## config.mk

```make
export PLATFORM = sky130hd
export DESIGN_NAME = depth_min_max_normalizer
export DESIGN_NICKNAME = d
export VERILOG_FILES = /design/src/hw/rtl/dmmn_pkg.sv /design/src/hw/rtl/dmmn_front.sv /design/src/hw/rtl/dmmn_queue.sv /design/src/hw/rtl/dmmn_back.sv /design/src/hw/rtl/depth_min_max_normalizer.sv
export SDC_FILE = /design/constraint.sdc
export NUM_CORES = 1
export LEC_CHECK = 0
export BUFFER_PORTS_ARGS = -buffer_cell sky130_fd_sc_hd__buf_2
export CAP_MARGIN = 20
export CORE_UTILIZATION = 25
export CTS_CLUSTER_DIAMETER = 40
export DETAILED_ROUTE_END_ITERATION = 10
export PLACE_DENSITY = 0.49
export SLEW_MARGIN = 20
export SYNTH_ARGS = -nofsm -noshare
export SYNTH_HDL_FRONTEND = slang
export SYNTH_SLANG_ARGS = --single-unit
```

## constraint.sdc

```tcl
create_clock -name clock -period 4 [get_ports clock]
set_input_delay 0.2 -clock clock [delete_from_list [all_inputs] [get_ports clock]]
set_output_delay 0.2 -clock clock [all_outputs]
set_load 0.01 [all_outputs]
```

## src/hw/rtl/dmmn_pkg.sv

```systemverilog
`timescale 1ns / 1ps
// ----------------------------------------------------------------------------
// dmmn_pkg
// Shared constants and types of the depth min-max normalizer.
// ----------------------------------------------------------------------------
package dmmn_pkg;

   localparam int DEPTH_BITS_DEF = 32;
   localparam int GRAY_BITS_DEF  = 16;

   // port field widths
   localparam int DEPTH_W     = 32;
   localparam int GRAY_W      = 16;
   localparam int REQ_DATA_W  = 40;
   localparam int RSP_DATA_W  = 24;

   localparam int QUEUE_DEPTH = 4;

   // request kinds carried on tuser
   localparam logic KIND_GATHER    = 1'b0;
   localparam logic KIND_NORMALIZE = 1'b1;

   typedef struct packed {
      logic last;
      logic zero_span;
      logic clipped;
      logic divide;
      logic saturate;
   } dmmn_flags_type;

   localparam int FLAGS_W = $bits(dmmn_flags_type);

endpackage

```

## src/hw/rtl/dmmn_front.sv

```systemverilog
`timescale 1ns / 1ps
// ----------------------------------------------------------------------------
// dmmn_front
// Accepts requests, tracks the running range in the gather pass and
// classifies normalize requests against the frozen range.
// ----------------------------------------------------------------------------
module dmmn_front
   import dmmn_pkg::*;
#(
   parameter int DEPTH_BITS = DEPTH_BITS_DEF
) (
   input  logic                  clock,
   input  logic                  reset,
   input  logic                  in_valid,
   output logic                  in_ready,
   input  logic                  in_kind,
   input  logic [DEPTH_W-1:0]    in_depth,
   input  logic                  in_no_hit,
   input  logic                  in_last,
   output logic                  push,
   input  logic                  queue_full,
   output dmmn_flags_type        push_flags,
   output logic [DEPTH_BITS-1:0] push_num,
   output logic [DEPTH_BITS-1:0] push_den
);

   logic [DEPTH_BITS-1:0] rmin_ff, rmin_in;
   logic [DEPTH_BITS-1:0] rmax_ff, rmax_in;
   logic                  hit_ff, hit_in;
   logic [DEPTH_BITS-1:0] fmin_ff, fmin_in;
   logic [DEPTH_BITS-1:0] fmax_ff, fmax_in;
   logic [DEPTH_BITS-1:0] span_ff, span_in;
   logic                  span_zero_ff, span_zero_in;
   logic                  pend_ff, pend_in;

   logic [DEPTH_BITS-1:0] depth;
   logic [DEPTH_BITS-1:0] nmin, nmax;
   logic                  accept, gather, hit;
   logic                  below, above, at_max;

   assign depth    = DEPTH_BITS'(in_depth);
   assign in_ready = !pend_ff && (in_kind == KIND_GATHER || !queue_full);
   assign accept   = in_valid && in_ready;
   assign gather   = (in_kind == KIND_GATHER);
   assign hit      = !in_no_hit;

   assign nmin = (depth < rmin_ff) ? depth : rmin_ff;
   assign nmax = (depth > rmax_ff) ? depth : rmax_ff;

   assign below  = depth < fmin_ff;
   assign above  = depth > fmax_ff;
   assign at_max = depth == fmax_ff;

   always_comb begin
      rmin_in      = rmin_ff;
      rmax_in      = rmax_ff;
      hit_in       = hit_ff;
      fmin_in      = fmin_ff;
      fmax_in      = fmax_ff;
      span_in      = span_ff;
      span_zero_in = span_zero_ff;
      pend_in      = 1'b0;
      if (pend_ff) begin
         span_in      = fmax_ff - fmin_ff;
         span_zero_in = (fmax_ff == fmin_ff);
      end
      if (accept && gather) begin
         if (hit) begin
            rmin_in = nmin;
            rmax_in = nmax;
            hit_in  = 1'b1;
         end
         if (in_last) begin
            if (hit) begin
               fmin_in = nmin;
               fmax_in = nmax;
            end else if (hit_ff) begin
               fmin_in = rmin_ff;
               fmax_in = rmax_ff;
            end else begin
               fmin_in = '0;
               fmax_in = '0;
            end
            rmin_in = '1;
            rmax_in = '0;
            hit_in  = 1'b0;
            pend_in = 1'b1;
         end
      end
   end

   always_ff @(posedge clock) begin
      if (reset) begin
         rmin_ff      <= '1;
         rmax_ff      <= '0;
         hit_ff       <= 1'b0;
         fmin_ff      <= '0;
         fmax_ff      <= '0;
         span_ff      <= '0;
         span_zero_ff <= 1'b1;
         pend_ff      <= 1'b0;
      end else begin
         rmin_ff      <= rmin_in;
         rmax_ff      <= rmax_in;
         hit_ff       <= hit_in;
         fmin_ff      <= fmin_in;
         fmax_ff      <= fmax_in;
         span_ff      <= span_in;
         span_zero_ff <= span_zero_in;
         pend_ff      <= pend_in;
      end
   end

   assign push                 = accept && !gather;
   assign push_flags.last      = in_last;
   assign push_flags.zero_span = hit && span_zero_ff;
   assign push_flags.clipped   = hit && !span_zero_ff && (below || above);
   assign push_flags.divide    = hit && !span_zero_ff && !below && !above && !at_max;
   assign push_flags.saturate  = hit && !span_zero_ff && !below && (above || at_max);
   assign push_num             = depth - fmin_ff;
   assign push_den             = span_ff;

endmodule

```

## src/hw/rtl/dmmn_queue.sv

```systemverilog
`timescale 1ns / 1ps
// ----------------------------------------------------------------------------
// dmmn_queue
// Short first-in first-out queue between the front and back parts.
// ----------------------------------------------------------------------------
module dmmn_queue
   import dmmn_pkg::*;
#(
   parameter int WIDTH = 8
) (
   input  logic             clock,
   input  logic             reset,
   input  logic             push,
   input  logic [WIDTH-1:0] push_data,
   output logic             full,
   input  logic             pop,
   output logic             pop_valid,
   output logic [WIDTH-1:0] pop_data
);

   localparam int PTR_W = $clog2(QUEUE_DEPTH);

   logic [WIDTH-1:0] mem_ff [QUEUE_DEPTH];
   logic [PTR_W-1:0] wr_ff, rd_ff;
   logic [PTR_W:0]   count_ff;
   logic             do_push, do_pop;

   assign full      = (count_ff == (PTR_W + 1)'(QUEUE_DEPTH));
   assign pop_valid = (count_ff != '0);
   assign pop_data  = mem_ff[rd_ff];
   assign do_push   = push && !full;
   assign do_pop    = pop && pop_valid;

   always_ff @(posedge clock) begin
      if (do_push) begin
         mem_ff[wr_ff] <= push_data;
      end
   end

   always_ff @(posedge clock) begin
      if (reset) begin
         wr_ff    <= '0;
         rd_ff    <= '0;
         count_ff <= '0;
      end else begin
         if (do_push) begin
            wr_ff <= wr_ff + 1'b1;
         end
         if (do_pop) begin
            rd_ff <= rd_ff + 1'b1;
         end
         if (do_push && !do_pop) begin
            count_ff <= count_ff + 1'b1;
         end else if (do_pop && !do_push) begin
            count_ff <= count_ff - 1'b1;
         end
      end
   end

endmodule

```

## src/hw/rtl/dmmn_back.sv

```systemverilog
`timescale 1ns / 1ps
// ----------------------------------------------------------------------------
// dmmn_back
// Restoring fraction divider, one quotient bit a cycle, and the response
// output register.
// ----------------------------------------------------------------------------
module dmmn_back
   import dmmn_pkg::*;
#(
   parameter int DEPTH_BITS = DEPTH_BITS_DEF,
   parameter int GRAY_BITS  = GRAY_BITS_DEF
) (
   input  logic                  clock,
   input  logic                  reset,
   input  logic                  q_valid,
   output logic                  q_pop,
   input  dmmn_flags_type        q_flags,
   input  logic [DEPTH_BITS-1:0] q_num,
   input  logic [DEPTH_BITS-1:0] q_den,
   output logic                  out_valid,
   input  logic                  out_ready,
   output logic [GRAY_W-1:0]     out_gray,
   output logic                  out_last,
   output logic                  out_zero_span,
   output logic                  out_clipped
);

   localparam int CNT_W = $clog2(GRAY_BITS);

   typedef enum logic [1:0] {S_IDLE, S_DIV, S_DONE} state_type;

   state_type             state_ff, state_in;
   logic [DEPTH_BITS-1:0] rem_ff, rem_in;
   logic [DEPTH_BITS-1:0] den_ff, den_in;
   logic [GRAY_BITS-1:0]  quo_ff, quo_in;
   logic [CNT_W-1:0]      cnt_ff, cnt_in;
   dmmn_flags_type        flags_ff, flags_in;
   logic                  valid_ff, valid_in;
   logic [GRAY_W-1:0]     gray_ff, gray_in;
   logic                  last_ff, last_in;
   logic                  zspan_ff, zspan_in;
   logic                  clip_ff, clip_in;

   logic [DEPTH_BITS:0]   rem2;
   logic                  take;
   logic                  out_free;

   assign rem2     = {rem_ff, 1'b0};
   assign take     = rem2 >= {1'b0, den_ff};
   assign out_free = !valid_ff || out_ready;
   assign q_pop    = (state_ff == S_IDLE) && q_valid;

   always_comb begin
      state_in = state_ff;
      rem_in   = rem_ff;
      den_in   = den_ff;
      quo_in   = quo_ff;
      cnt_in   = cnt_ff;
      flags_in = flags_ff;
      valid_in = valid_ff && !out_ready;
      gray_in  = gray_ff;
      last_in  = last_ff;
      zspan_in = zspan_ff;
      clip_in  = clip_ff;
      case (state_ff)
         S_IDLE: begin
            if (q_valid) begin
               flags_in = q_flags;
               rem_in   = q_num;
               den_in   = q_den;
               cnt_in   = CNT_W'(GRAY_BITS - 1);
               quo_in   = q_flags.saturate ? '1 : '0;
               state_in = q_flags.divide ? S_DIV : S_DONE;
            end
         end
         S_DIV: begin
            quo_in = {quo_ff[GRAY_BITS-2:0], take};
            rem_in = take ? DEPTH_BITS'(rem2 - {1'b0, den_ff}) : rem2[DEPTH_BITS-1:0];
            cnt_in = cnt_ff - 1'b1;
            if (cnt_ff == '0) begin
               state_in = S_DONE;
            end
         end
         S_DONE: begin
            if (out_free) begin
               valid_in = 1'b1;
               gray_in  = GRAY_W'(quo_ff);
               last_in  = flags_ff.last;
               zspan_in = flags_ff.zero_span;
               clip_in  = flags_ff.clipped;
               state_in = S_IDLE;
            end
         end
         default: begin
            state_in = S_IDLE;
         end
      endcase
   end

   always_ff @(posedge clock) begin
      if (reset) begin
         state_ff <= S_IDLE;
         valid_ff <= 1'b0;
      end else begin
         state_ff <= state_in;
         valid_ff <= valid_in;
      end
      rem_ff   <= rem_in;
      den_ff   <= den_in;
      quo_ff   <= quo_in;
      cnt_ff   <= cnt_in;
      flags_ff <= flags_in;
      gray_ff  <= gray_in;
      last_ff  <= last_in;
      zspan_ff <= zspan_in;
      clip_ff  <= clip_in;
   end

   assign out_valid     = valid_ff;
   assign out_gray      = gray_ff;
   assign out_last      = last_ff;
   assign out_zero_span = zspan_ff;
   assign out_clipped   = clip_ff;

endmodule

```

## src/hw/rtl/depth_min_max_normalizer.sv

```systemverilog
`timescale 1ns / 1ps
// ----------------------------------------------------------------------------
// depth_min_max_normalizer
// Two-pass min-max normalization of a streamed depth image to gray levels.
//
// req channel: tuser is the pass (0 gather, 1 normalize), tlast marks the
// final pixel of a pass, tdata carries depth and the no-hit flag.
// rsp channel: one response per normalize request, none per gather request;
// tlast echoes the request's tlast.
// Gather requests are taken one per cycle, but the request closing a gather
// pass drops req_tready in the cycle after it while the span register loads.
// Normalize requests go through a four-entry queue to a restoring divider
// that yields one quotient bit a cycle and takes one pixel at a time; no-hit,
// clipped or zero-span pixels skip the division.
// Reset clears the running range, sets the frozen range to zero (so hit pixels
// give gray 0 with zero_span until a gather pass ends) and empties the queue.
// When the receiver stalls, the response holds in the output register, the
// divider and queue fill, and then req_tready drops for normalize requests.
// ----------------------------------------------------------------------------
module depth_min_max_normalizer
   import dmmn_pkg::*;
#(
   parameter int DEPTH_BITS = DEPTH_BITS_DEF,
   parameter int GRAY_BITS  = GRAY_BITS_DEF
) (
   input  logic                  clock,
   input  logic                  reset,
   input  logic                  req_tvalid,
   output logic                  req_tready,
   input  logic [REQ_DATA_W-1:0] req_tdata,   // depth[31:0], no_hit[32]
   input  logic                  req_tuser,   // kind
   input  logic                  req_tlast,
   output logic                  rsp_tvalid,
   input  logic                  rsp_tready,
   output logic [RSP_DATA_W-1:0] rsp_tdata,   // gray[15:0], zero_span[16], clipped[17]
   output logic                  rsp_tlast
);

   localparam int ENTRY_W = FLAGS_W + 2 * DEPTH_BITS;

   logic                  push, full, pop, pop_valid;
   dmmn_flags_type        push_flags, pop_flags;
   logic [DEPTH_BITS-1:0] push_num, push_den, pop_num, pop_den;
   logic [ENTRY_W-1:0]    push_data, pop_data;
   logic [GRAY_W-1:0]     gray;
   logic                  zero_span, clipped;

   dmmn_front #(
      .DEPTH_BITS (DEPTH_BITS)
   ) u_front (
      .clock      (clock),
      .reset      (reset),
      .in_valid   (req_tvalid),
      .in_ready   (req_tready),
      .in_kind    (req_tuser),
      .in_depth   (req_tdata[DEPTH_W-1:0]),
      .in_no_hit  (req_tdata[DEPTH_W]),
      .in_last    (req_tlast),
      .push       (push),
      .queue_full (full),
      .push_flags (push_flags),
      .push_num   (push_num),
      .push_den   (push_den)
   );

   assign push_data = {push_flags, push_num, push_den};

   dmmn_queue #(
      .WIDTH (ENTRY_W)
   ) u_queue (
      .clock     (clock),
      .reset     (reset),
      .push      (push),
      .push_data (push_data),
      .full      (full),
      .pop       (pop),
      .pop_valid (pop_valid),
      .pop_data  (pop_data)
   );

   assign pop_flags = pop_data[ENTRY_W-1 -: FLAGS_W];
   assign pop_num   = pop_data[2*DEPTH_BITS-1 -: DEPTH_BITS];
   assign pop_den   = pop_data[DEPTH_BITS-1:0];

   dmmn_back #(
      .DEPTH_BITS (DEPTH_BITS),
      .GRAY_BITS  (GRAY_BITS)
   ) u_back (
      .clock         (clock),
      .reset         (reset),
      .q_valid       (pop_valid),
      .q_pop         (pop),
      .q_flags       (pop_flags),
      .q_num         (pop_num),
      .q_den         (pop_den),
      .out_valid     (rsp_tvalid),
      .out_ready     (rsp_tready),
      .out_gray      (gray),
      .out_last      (rsp_tlast),
      .out_zero_span (zero_span),
      .out_clipped   (clipped)
   );

   assign rsp_tdata = {(RSP_DATA_W - GRAY_W - 2)'(0), clipped, zero_span, gray};

endmodule

```

======== Yosys cells after proc, flatten, opt, wreduce, memory -nomap -nowiden ========
Memory sizes are Yosys's and may differ from the RTL's. A register that Yosys moved wholly into a read port is not among the register bits.
Cells that the tools add are included.
storage, ports and cells
  register bits ........................... 279
  bits in writable memories ............... 276
  input port bits ......................... 46
  memories kept ........................... 1
operators by class
  $add $sub $neg .......................... 8
  magnitude comparators ................... 5
  equality and inequality tests ........... 9
  muxes and demuxes ....................... 34
  bitwise gates (word level) .............. 2
  reduce and logical (&&, ||, !) cells .... 44
memory list
  name            depth  bits a word  rd ports  clocked after memory_dff  write ports  line              text
  u_queue.mem_ff  4      69           1         1                         1            dmmn_queue.sv:23  logic [WIDTH-1:0] mem_ff [QUEUE_DEPTH];
operator list
  operator               count
  $mux W32               12
  $sub A32 B32 Y32       3
  $eq A32 B32 Y1         2
  $gt A32 B32 Y1         2
  $lt A32 B32 Y1         2
  $pmux W32 S2           1
  $ge A33 B32 Y1         1
  $mux W16               2
  $pmux W16 S2           1
  $logic_and A1 B1 Y1    17
  $mux W2                6
  $logic_not A1 Y1       11
  $reduce_and A2 Y1      5
  $ne A2 B1 Y1 const B   4
  $pmux W4 S2            1
  $mux W1                7
  $mux W3                2
  $pmux W2 S3            1
  $add A2 B1 Y2 const B  2
  $logic_not A4 Y1       1
  $logic_or A1 B1 Y1     4
  $mux W4                1
  $reduce_bool A2 Y1     2
  $sub A4 B1 Y4 const B  1
  other kinds (10)       11

======== Logic depth before layout (Yosys ltp) ========
Gate-level depths: netlist (run 1).
  word-level depth ........................ 11
  depth in mapped cells ................... 15
  depth with buffers taken out ............ 13

======== By module ========
Synthesis (run 1) repeated with hierarchy kept, for this count alone.
unflattened totals
  cell total of the unflattened synthesis .. 2,435
  area total of the unflattened synthesis .. 28,848.9 sq um
by module, submodules not included
  module                    instances  cells each  area an instance (sq um)
  dmmn_front                1          1,476       12,334.3
  dmmn_queue                1          409         10,423.7
  dmmn_back                 1          541         6,027.0
  depth_min_max_normalizer  1          9           63.8

======== Least setup slack after synthesis (run 1) ========
Ideal clock, no wire load.
  path kind ............................... register to register
  start ................................... register u_front.pend_ff
  end ..................................... memory u_queue.mem_ff[0][0] in the netlist's numbering (enable)
  library setup time ...................... 435 ps
  arrival time ............................ 2,677 ps
  required time ........................... 3,565 ps
  setup slack ............................. 889 ps
  stages on the path, launching flop included .. 6
  path buffers ............................ 1
  period minus slack after synthesis ...... 3,111 ps
  cells stage by stage .................... dfxtp_1 clkbuf_1 inv_1 nand3_1 a21oi_1 and2_1
on the way
  word-level cells in the longest chain between the ends .. 7
RTL lines
  element                        line               text
  start, declared                dmmn_front.sv:34   logic pend_ff, pend_in;
  start signal, assigned         dmmn_front.sv:110  pend_ff <= pend_in;
  $logic_not A1 Y1               dmmn_front.sv:42   assign in_ready = !pend_ff && (in_kind == KIND_GATHER || !queue_full);
  $logic_and A1 B1 Y1            dmmn_front.sv:42
  $logic_and A1 B1 Y1            dmmn_front.sv:43   assign accept = in_valid && in_ready;
  $logic_and A1 B1 Y1            dmmn_front.sv:114  assign push = accept && !gather;
  $logic_and A1 B1 Y1            dmmn_queue.sv:31   assign do_push = push && !full;
  via u_queue.do_push            dmmn_queue.sv:26   logic do_push, do_pop;
  $mux W1                        dmmn_queue.sv:35   if (do_push) begin
  $mux W1 (implied by the code)  dmmn_queue.sv:36   mem_ff[wr_ff] <= push_data;
  end, declared                  dmmn_queue.sv:23
The timed path passes the listed nets, and every way through them passes these cells.

==> results.md, run 1 <==
* Status: complete, no violations
* CTS Buffer Depth at 3
* Share of cells above drive strength 1 at ~15%
* Synth Register Bits at 557
* Power, Total at roughly 23 mW
* CP required at 4.52 ns
* Reg clk slew, reported paths at 0.05 ns
* Avg Cell Area, Syn at 11.9 um2
* Starting Density at 25.3%
* Period utilization at 91.5%
* Num CTS Buffers at 92
* Combinational share of power at 31.2%
* Hold crit path type: in2reg
* Top post-synthesis cells by area: edfxtp_1, dfxtp_1, ha_1
* Final setup violation count at 0
* Total gr overflow at 0
* IO Count at between 70 and 80
* H-tree levels at 3
* Pre-CTS WS at 0.203 ns
* Seq/Total Area, Yosys at 53.5%
* Synth-to-layout area growth at 21.2%
* First-pass GRT wire length at 106000 um
* Clk root buf: clkbuf_16
* Yosys top cell area share at 40.9%
* Setup TNS at 0 ns
* Die Y at 337 um
* Vias post-DR at approximately 18k
* Crit. End Element: register
* Wirelength per Cell at 16.5 um
* RSZ-0062 raised after global routing: false
* Worst setup SP type: register
* Post-Synthesis Cell Area at 28000 um2
* Tmin final at 3.66 ns
* Max-cap violations at 0
* Fmax achieved at 0.273 GHz
* Power per standard cell area at slightly below 700 nW/um2
* Slew HR at 44.1%
* IO Port Bufs at 59
* Antenna Nets Post-Route at 0
* Sink Count at 557
* Synth warn at 0
* Clock Skew at 0.0220 ns
* Area leader, netlist: edfxtp_1
* Max FO, Critical Path at 4
* Post-CTS Resized at 0
* DRC at 0
* Reg power frac at about a third
* CP arrival at 4.18 ns
* Vias per cell at 4.52
* Sw Share at 32.7%
* Clock Latency Late Sink at roughly 0.66 ns
* Async SR Flop Fraction at 0%
* Vias in the first global route at 18.7k
* Placer Congestion at just over 0.8
* Clk pwr share at 35.6%
* Core ar. at between 100000 and 150000 um2
* Worst setup path class: reg2reg
* 1st-pass router iterations at 5
* Synth unique cells at 75
* NetSw at 7.62 mW
* Top_reg_cell synth: edfxtp_1
* Initial drt markers at 999
* Detailed placement HPWL at 48200 um
* Die X-Extent at 337 um
* Rows at 122
* Slew @ Worst Pin at 0.838 ns
* Synth Instances at 2359
* Die ar. at approximately 110000 um2
* GRT Resource Usage Total at about an eighth
* Largest net degree at the start of global routing at between 70 and 80
* Post-CTS setup buffer count at 0
* Static leakage at 12.8 nW
* CTS tree: yes
* Final hold vios at 0
* Initial antenna violation count at 0
* Post-synth EDFFs at 382
* Layout fillers at 11.4k
* Antenna cells at 0
* Nets at 2741
* Pint at 15.6 mW
* Final WS setup at 0.338 ns
* Routed Wire Length at between 60000 and 70000 um
* Slew Limit Fails at 0
* Peak supply drop at 442 uV
[placed cells by master (no fill, tap or decap), types with 47 or more instances in the layout]
cell type,n
nand2_1,155
edfxtp_1,382
clkbuf_16,94
mux2i_1,47
xnor2_1,56
ha_1,196
nor2_1,113
inv_1,190
a21o_1,94
a21oi_1,87
a31oi_1,63
buf_2,59
nand3b_1,65
mux4_2,69
dfxtp_1,172
o21ai_0,122
[stage by stage]
| stage | hold WS (ns) | instances | util, % | area, um2 |
|---|---|---|---|---|
| after global placement | 0.410 | 3855 | 27.4 | 30300 |
| after detailed placement | 0.424 | 3855 | 27.4 | 30300 |
| final | 0.0721 | 4063 | 30.6 | 34000 |
| after global routing | 0.0859 | 4063 | 30.6 | 34000 |
| after CTS | 0.0266 | 4063 | 30.6 | 34000 |
| after floorplan | 0.299 | 2364 | - | 28000 |
[power by group through the flow]
stage	combinational (mW)	clock (mW)	sequential [mW]
2_1_floorplan	5.42	0	7.72
3_3_place_gp	7.28	0	7.85
3_5_place_dp	7.29	0	7.87
4_1_cts	7.35	8.49	7.76
5_1_grt	8.08	8.71	7.84
6_report	7.25	8.27	7.74
[cells in the mapped netlist (all sizes together) (13+ instances only)]
library cell  instances
nand3b               65
edfxtp              382
buf                  31
o22a                 33
mux2i                47
clkbuf               79
mux4                 69
a31oi                63
xnor2                56
dfxtp               175
a21oi                88
xor2                 27
nor2                114
nand2               156
nand4                21
o21a                 21
o21ai               123
o211ai               13
ha                  196
nor3                 35
inv                 190
nand2b               24
a21o                 94
a311oi               15
a22o                 32
nor2b                22
a211oi               14
nand3                33
[final timing paths]
kind | from | to | slack (ns) | depth (start not counted)
min reg2reg | u_back.quo_ff[15] | u_back.out_gray[15] | 0.44 | 0
max | u_front.fmin_ff[0] | u_queue.mem_ff[0][65] | 0.34 | 14
max reg2reg | u_front.fmin_ff[0] | u_queue.mem_ff[0][65] | 0.34 | 14
min | reset | u_front.fmin_ff[26] | 0.07 | 4
[critical path, cell delays in order (launching register included)]
cell and delay [ns]:
dfxtp_1 0.33, ha_1 0.22, fa_1 0.40, nor2b_1 0.20
o31a_1 0.18, o21ba_2 0.17, o211ai_1 0.09, buf_4 0.17
a211oi_1 0.43, o21ai_0 0.19, nor3b_2 0.19, o31ai_1 0.27
o41a_1 0.24, nor4b_1 0.27, buf_4 0.18
[cell type report]
type,instances,area [um2],share of cell area (%)
repair buffers,147,1170,3.43
clock inverters,70,843,2.48
clock buffers,104,2440,7.19
multi-input cells,1507,11900,35.2
flip-flops and latches,557,15000,44.1
inverters,190,713,2.10
well taps,1488,1860,5.48
[sequential cells by signal, indices dropped and copies added (netlist names), 2 cells and up, named ones only]
name              count
u_back.quo_ff        16
u_queue.wr_ff         2
u_front.fmax_ff      32
u_back.rem_ff        32
u_front.rmax_ff      32
u_queue.mem_ff      276
u_front.push_den     32
u_back.out_gray      16
u_back.state_ff       2
u_queue.rd_ff         2
u_back.flags_ff       3
u_back.den_ff        32
u_front.fmin_ff      32
u_queue.count_ff      3
u_back.cnt_ff         4
u_front.rmin_ff      32
[layer usage]
layer	track usage, %	part of all wire, %	wire [um]
met5	0	0	0
met3	1.71	2.9	1930
met2	20.2	47	31700
met1	15.0	46	31200
met4	5.28	3.3	2210
[what timing repair did]
item,4_1_cts,5_1_grt
hold buffers,34,0
setup endpoints to repair,0,0
endpoints found under the hold margin,135,0
[kinds of logic (layout without fill, tap and decap cells)]
| logic type | Yosys count | after routing | share of synthesized area (%) |
|---|---|---|---|
| flops | 557 | 557 | 53.5 |
| compound gates | 569 | 569 | 13.8 |
| simple gates | 530 | 530 | 9.58 |
| other cells | 1 | 6 | 0.0134 |
| fa+ha+maj | 200 | 200 | 9.04 |
| xor+xnor | 83 | 83 | 2.59 |
| buf+inv | 300 | 511 | 4.15 |
| mux | 119 | 119 | 7.35 |
(Power assumes the default switching activity.)
==> run 2, diff against run 1 <==
--- a/config.mk
+++ b/config.mk
@@ -7,10 +7,10 @@
 export LEC_CHECK = 0
 export BUFFER_PORTS_ARGS = -buffer_cell sky130_fd_sc_hd__buf_2
 export CAP_MARGIN = 20
-export CORE_UTILIZATION = 25
+export CORE_UTILIZATION = 63
 export CTS_CLUSTER_DIAMETER = 40
 export DETAILED_ROUTE_END_ITERATION = 10
-export PLACE_DENSITY = 0.49
+export PLACE_DENSITY = 0.9
 export SLEW_MARGIN = 20
 export SYNTH_ARGS = -nofsm -noshare
 export SYNTH_HDL_FRONTEND = slang
==> run 2 against run 1 <==
Compared with the run above:
- wire length rose by 6.9%
- clock power fell by 24%
- via count rose by 11%
- count of clock-buffer cells in the layout fell by 19
- critical path type unchanged
- critical endpoint is now u_back.rem_ff[5]
- largest power group is now sequential cells
==> results.md, run 2 (synthesis gave the netlist of run 1 again) <==
* Most frequent cells in the layout: edfxtp_1, ha_1, inv_1, dfxtp_1, nand2_1
* Hold crit path type: in2reg
* Die X-Extent at 213 um
* Fmax achieved at between 0.2 and 0.3 GHz
* Num CTS Buffers at 67
* Peak supply drop at 621 uV
* Die ar. at 45300 um2
* Share of cells above drive strength 1 at 12.4%
* Worst setup SP type: register
* Final WS setup at 0.126 ns
* Crit path from: u_back.den_ff[1]
* Core ar. at 43500 um2
* CP required at 4.40 ns
* IO Count at between 70 and 80
* Hold path cells at 3
* CP arrival at between 4 and 5 ns
* Largest net degree at the start of global routing at 130
* Slew Limit Fails at 0
* IO Port Bufs at between 50 and 60
* Vias in the first global route at 20.3k
* 1st-pass router iterations at 5
* DRC at 0
* Nets at around 2.7k
* Starting Density at 64.5%
* Clock Latency Late Sink at 0.61 ns
* Reg-to-reg startpoint: u_back.den_ff[1]
* CTS Buffer Depth at 3
* Power per standard cell area at 687 nW/um2
* Placer Congestion at 0.938
* Routed Wire Length at 71700 um
* Vias post-DR at 20.4k
* Rows at 76
* GRT Resource Usage Total at 32.2%
* Max-cap violations at 0
* Largest register FFs at 276
* Total gr overflow at 0
* First-pass GRT wire length at 111000 um
* Sink Count at 557
* Tmin final at 3.87 ns
* Final hold vios at 0
* Placed Area at around 29000 um2
* Pre-CTS WS at -0.0159 ns
* Wirelength per Cell at 23.2 um
* Final Instance Area at 31600 um2
* Static leakage at 12.2 nW
* CTS tree: yes
* Final setup violation count at 0
* Die Y at between 200 and 250 um
* Detailed placement HPWL at 45600 um
* H-tree levels at 3
* Antenna Nets Post-Route at 0
* Slew HR at 27.8%
* Antenna cells at 0
* Clock Skew at 0.0270 ns
* Initial drt markers at 2041
* Hold Path Origin: req_tdata[16]
* Synth-to-layout area growth at 13.0%
* Top reg by flops: u_queue.mem_ff
* Status: complete, no violations
* Initial antenna violation count at 0
* Max FO, Critical Path at 26
* Crit. End Element: register
* Reg clk slew, reported paths at 0.06 ns
* Clk root buf: clkbuf_16
* Worst setup path class: reg2reg
* Most common cell after layout, fill and taps aside: edfxtp_1
* Slew @ Worst Pin at between 1 and 1.5 ns
* Vias per cell at 6.61
* Reg2reg path depth at 13
* Period utilization at 96.8%
* RSZ-0062 raised after global routing: false
## run 2: cell types whose count changed in the layout (fill, tap and decap cells not counted), sizes merged
cell / before / now
bufinv: 10 / 6
clkinvlp: 13 / 4
dlygate4sd3: 34 / 29
buf: 113 / 95
clkbuf: 104 / 85
inv: 222 / 203
## run 2: critical path, cell delays in order, from the launching register on
cell,delay [ns]
edfxtp_1,0.38
inv_1,0.06
ha_1,0.32
nor2b_1,0.15
o211ai_1,0.16
a21boi_1,0.10
o41a_1,0.39
a41oi_1,0.51
o211ai_1,0.26
and2_1,0.21
o21a_2,0.33
buf_12,0.22
mux2_2,0.30
o21ai_0,0.25
## run 2: worst paths after layout
check / endpoint / slack [ns]
min reg2reg: u_back.out_gray[15] / 0.42
min: u_front.rmax_ff[16] / 0.04
max reg2reg: u_back.rem_ff[5] / 0.13
max: u_back.rem_ff[5] / 0.13
## run 2: what timing repair did
| action | CTS | global route |
|---|---|---|
| cloned | 0 | 0 |
| hold buffers | 29 | 0 |
| buffers inserted | 0 | 0 |
| endpoints found under the hold margin | 103 | 0 |
| resized for setup | 1 | 2 |
| endpoints found under the setup margin | 4 | 8 |
## run 2: power breakdown
| group | total [mW] | leakage, nW | switching, mW | internal [mW] |
|---|---|---|---|---|
| clock | 6.30 | 1.11 | 2.62 | 3.69 |
| combinational | 7.56 | 6.16 | 4.48 | 3.08 |
| sequential | 7.87 | 4.97 | 0.524 | 7.34 |
## run 2: through the flow
step	instances	hold slack (ns)	util (%)	power (mW)	setup TNS [ns]
5_1_grt	3086	0.0524	72.8	22.5	0
3_3_place_gp	2934	0.404	66.8	14.5	0
3_5_place_dp	2934	0.406	66.8	15.0	-0.0633
2_1_floorplan	2364	0.299	-	13.1	0
6_report	3086	0.0417	72.8	21.7	0
4_1_cts	3086	0.00568	72.8	21.5	0
## run 2: routing by layer
metal | share of wire, % | routed length (um) | track usage [%] | up-vias
met5 | 0 | 0 | 0 | -
met4 | 4.4 | 3170 | 15.5 | 0
met3 | 9.2 | 6600 | 5.21 | 230
met2 | 48 | 34500 | 53.0 | 1289
met1 | 38 | 27400 | 41.6 | 9868
li1 | - | - | - | 9016
## run 2: cell type report
cell class / count / area, um2
clock buffers: 85 / 1800
well taps: 585 / 732
repair buffers: 124 / 956
fillers: 2553 / 11800
flip-flops and latches: 557 / 15000
multi-input cells: 1507 / 12000
clock inverters: 38 / 509
inverters: 190 / 713
==> run 3, diff against run 2 <==
--- a/config.mk
+++ b/config.mk
@@ -7,10 +7,10 @@
 export LEC_CHECK = 0
 export BUFFER_PORTS_ARGS = -buffer_cell sky130_fd_sc_hd__buf_2
 export CAP_MARGIN = 20
-export CORE_UTILIZATION = 63
+export CORE_UTILIZATION = 35
 export CTS_CLUSTER_DIAMETER = 40
 export DETAILED_ROUTE_END_ITERATION = 10
-export PLACE_DENSITY = 0.9
+export PLACE_DENSITY = 0.6
 export SLEW_MARGIN = 20
 export SYNTH_ARGS = -nofsm -noshare
 export SYNTH_HDL_FRONTEND = slang
==> run 3 against run 2 <==
Compared with the run above:
- non-clock buffer count rose by 2
- global-route usage fell by 17 points
- worst setup slack improved by 0.12 ns
- highest routed layer unchanged
- largest power group unchanged
- critical endpoint is now u_queue.mem_ff[1][66]
- sequential power fell by 2%
- wire length fell by 11%
- cell count rose by 16%
==> results.md, run 3 (synthesis gave the netlist of run 1 again) <==
* Status: complete, no violations
* Post-CTS Resized at 0
* Final cell count without fillers at 3579
* Sink Count at 557
* Total gr overflow at 0
* Multi-input logic area at 11900 um2
* Static leakage at 12.5 nW
* CP arrival at 4.23 ns
* Starting Density at 35.4%
* Final Instance Area at 32700 um2
* Worst reg2reg path endpoint: u_queue.mem_ff[1][66]
* Slew HR at 26.8%
* Vias post-DR at 18.6k
* Setup TNS at 0 ns
* CTS Buffer Depth at 3
* Worst setup path class: reg2reg
* Sw Share at 32.4%
* Slew Limit Fails at 0
* H-tree levels at 3
* Wirelength per Cell at between 15 and 20 um
* IO Count at 73
* Final hold vios at 0
* Final core utilization at 41.4%
* 1st-pass router iterations at 5
* Max-cap violations at 0
* Combinational share of power at 32.2%
* First-pass GRT wire length at around 100000 um
* Clk root buf: clkbuf_16
* Hold crit path type: in2reg
* WL met3 at 2300 um
* DRC at 0
* Slew @ Worst Pin at ~1.1 ns
* Final WS setup at 0.243 ns
* Routed Wire Length at 63900 um
* Placed insts at between 3k and 4k
* Core ar. at 79100 um2
* Met1 wire length at ~29000 um
* Power, Total at between 20 and 25 mW
* Die ar. at 81200 um2
* Largest register FFs at 276
* Num CTS Buffers at 82
* Pre-CTS WS at 0.272 ns
* Reg clk slew, reported paths at 0.06 ns
* Placed Area at 29700 um2
* Power per standard cell area at 678 nW/um2
* Crit path from: u_front.fmin_ff[9]
* Most common cell after layout, fill and taps aside: edfxtp_1
* Register area at 15000 um2
* Clock Latency Late Sink at 0.60 ns
* Pint at 15.0 mW
* Clk pwr share at about 33%
* Worst setup SP type: register
* Antenna Nets Post-Route at 0
* Tmin final at ~3.8 ns
* Placer Congestion at about 0.84
* Top reg by flops: u_queue.mem_ff
* WL met2 at 30400 um
* R2R Setup Slk at 0.24 ns
* Vias per cell at approximately 5.2
* Fmax achieved at 0.266 GHz
* Largest net degree at the start of global routing at 105
* Initial drt markers at 1299
* NetSw at a little over 7 mW
* Synth-to-layout area growth at 16.9%
* Antenna cells at 0
* Die Y at 285 um
* Worst Setup EP: u_queue.mem_ff[1][66]
* Die X-Extent at roughly 280 um
* IO Port Bufs at 59
* Crit. End Element: register
* Reg power frac at 34.9%
* Clock Skew at 0.0277 ns
* Layout fillers at 7372
* Nets at 2710
* CTS tree: yes
* Rows at between 100 and 150
* CP required at around 4.5 ns
* Reg2reg path depth at 13
* Max FO, Critical Path at 4
* Detailed placement HPWL at 45400 um
* Peak supply drop at 345 uV
* Most frequent cells in the layout: edfxtp_1, ha_1, inv_1, dfxtp_1, nand2_1
* Max Used Layer: met4
* GRT Resource Usage Total at 15.6%
* Share of cells above drive strength 1 at 13.8%
* Period utilization at 93.9%
* Vias in the first global route at 18.9k
* Initial antenna violation count at 0
* Final hold slack at 0.0339 ns
* Final setup violation count at 0
* Reg-to-reg startpoint: u_front.fmin_ff[9]
* RSZ-0062 raised after global routing: false
[run 3: cell count changes in the layout (fill, tap and decap cells not counted), sizes merged, moves of 3 or more]
cell	change
buf	+9
bufinv	+3
clkbuf	+6
clkinvlp	+4
dlygate4sd3	-7
inv	+11
[run 3: critical path, cell delays in order (launching register included)]
cell and delay [ns]:
dfxtp_1 0.33, inv_1 0.07, ha_1 0.34, a2111oi_0 0.50
buf_4 0.20, o32ai_1 0.11, a211oi_1 0.40, a211oi_1 0.19
o21ai_0 0.30, nor3b_2 0.26, o31ai_1 0.11, o41a_1 0.36
a21boi_0 0.28, buf_4 0.19
[run 3: worst min path at each step]
stage	startpoint	endpoint	cells after the start
after floorplan	req_tlast	u_queue.mem_ff[0][68]	0
after global routing	req_tdata[30]	u_front.fmin_ff[30]	3
after global placement	u_back.quo_ff[15]	u_back.out_gray[15]	0
final	req_tdata[15]	u_front.rmin_ff[15]	3
after CTS	req_tdata[13]	u_front.rmax_ff[13]	3
after detailed placement	u_back.quo_ff[15]	u_back.out_gray[15]	0
[run 3: area by class of cell]
type                       instances  area share [%]
multi-input combinational       1507            36.5
inverter                         190            2.18
clock inverter                    58            2.04
sequential                       557            45.8
timing repair buffer             126            2.93
tap                             1050            4.01
clock buffer                      91            6.60
[run 3: power groups by stage]
stage	logic, mW	registers, mW	clock network (mW)
5_1_grt	7.90	7.84	7.67
3_3_place_gp	6.96	7.82	0
3_5_place_dp	7.12	7.87	0
6_report	7.14	7.74	7.31
2_1_floorplan	5.42	7.72	0
4_1_cts	7.18	7.75	7.44
[run 3: layer usage]
layer,track usage (%),vias to the layer above
li1,-,9064
met1,20.0,9080
met2,26.4,352
met3,2.22,127
met4,6.55,0
met5,0,-
[run 3: timing repair]
item / in CTS / in global routing
endpoints found under the hold margin: 72 / 0
hold buffers: 22 / 0
setup buffers: 0 / 0
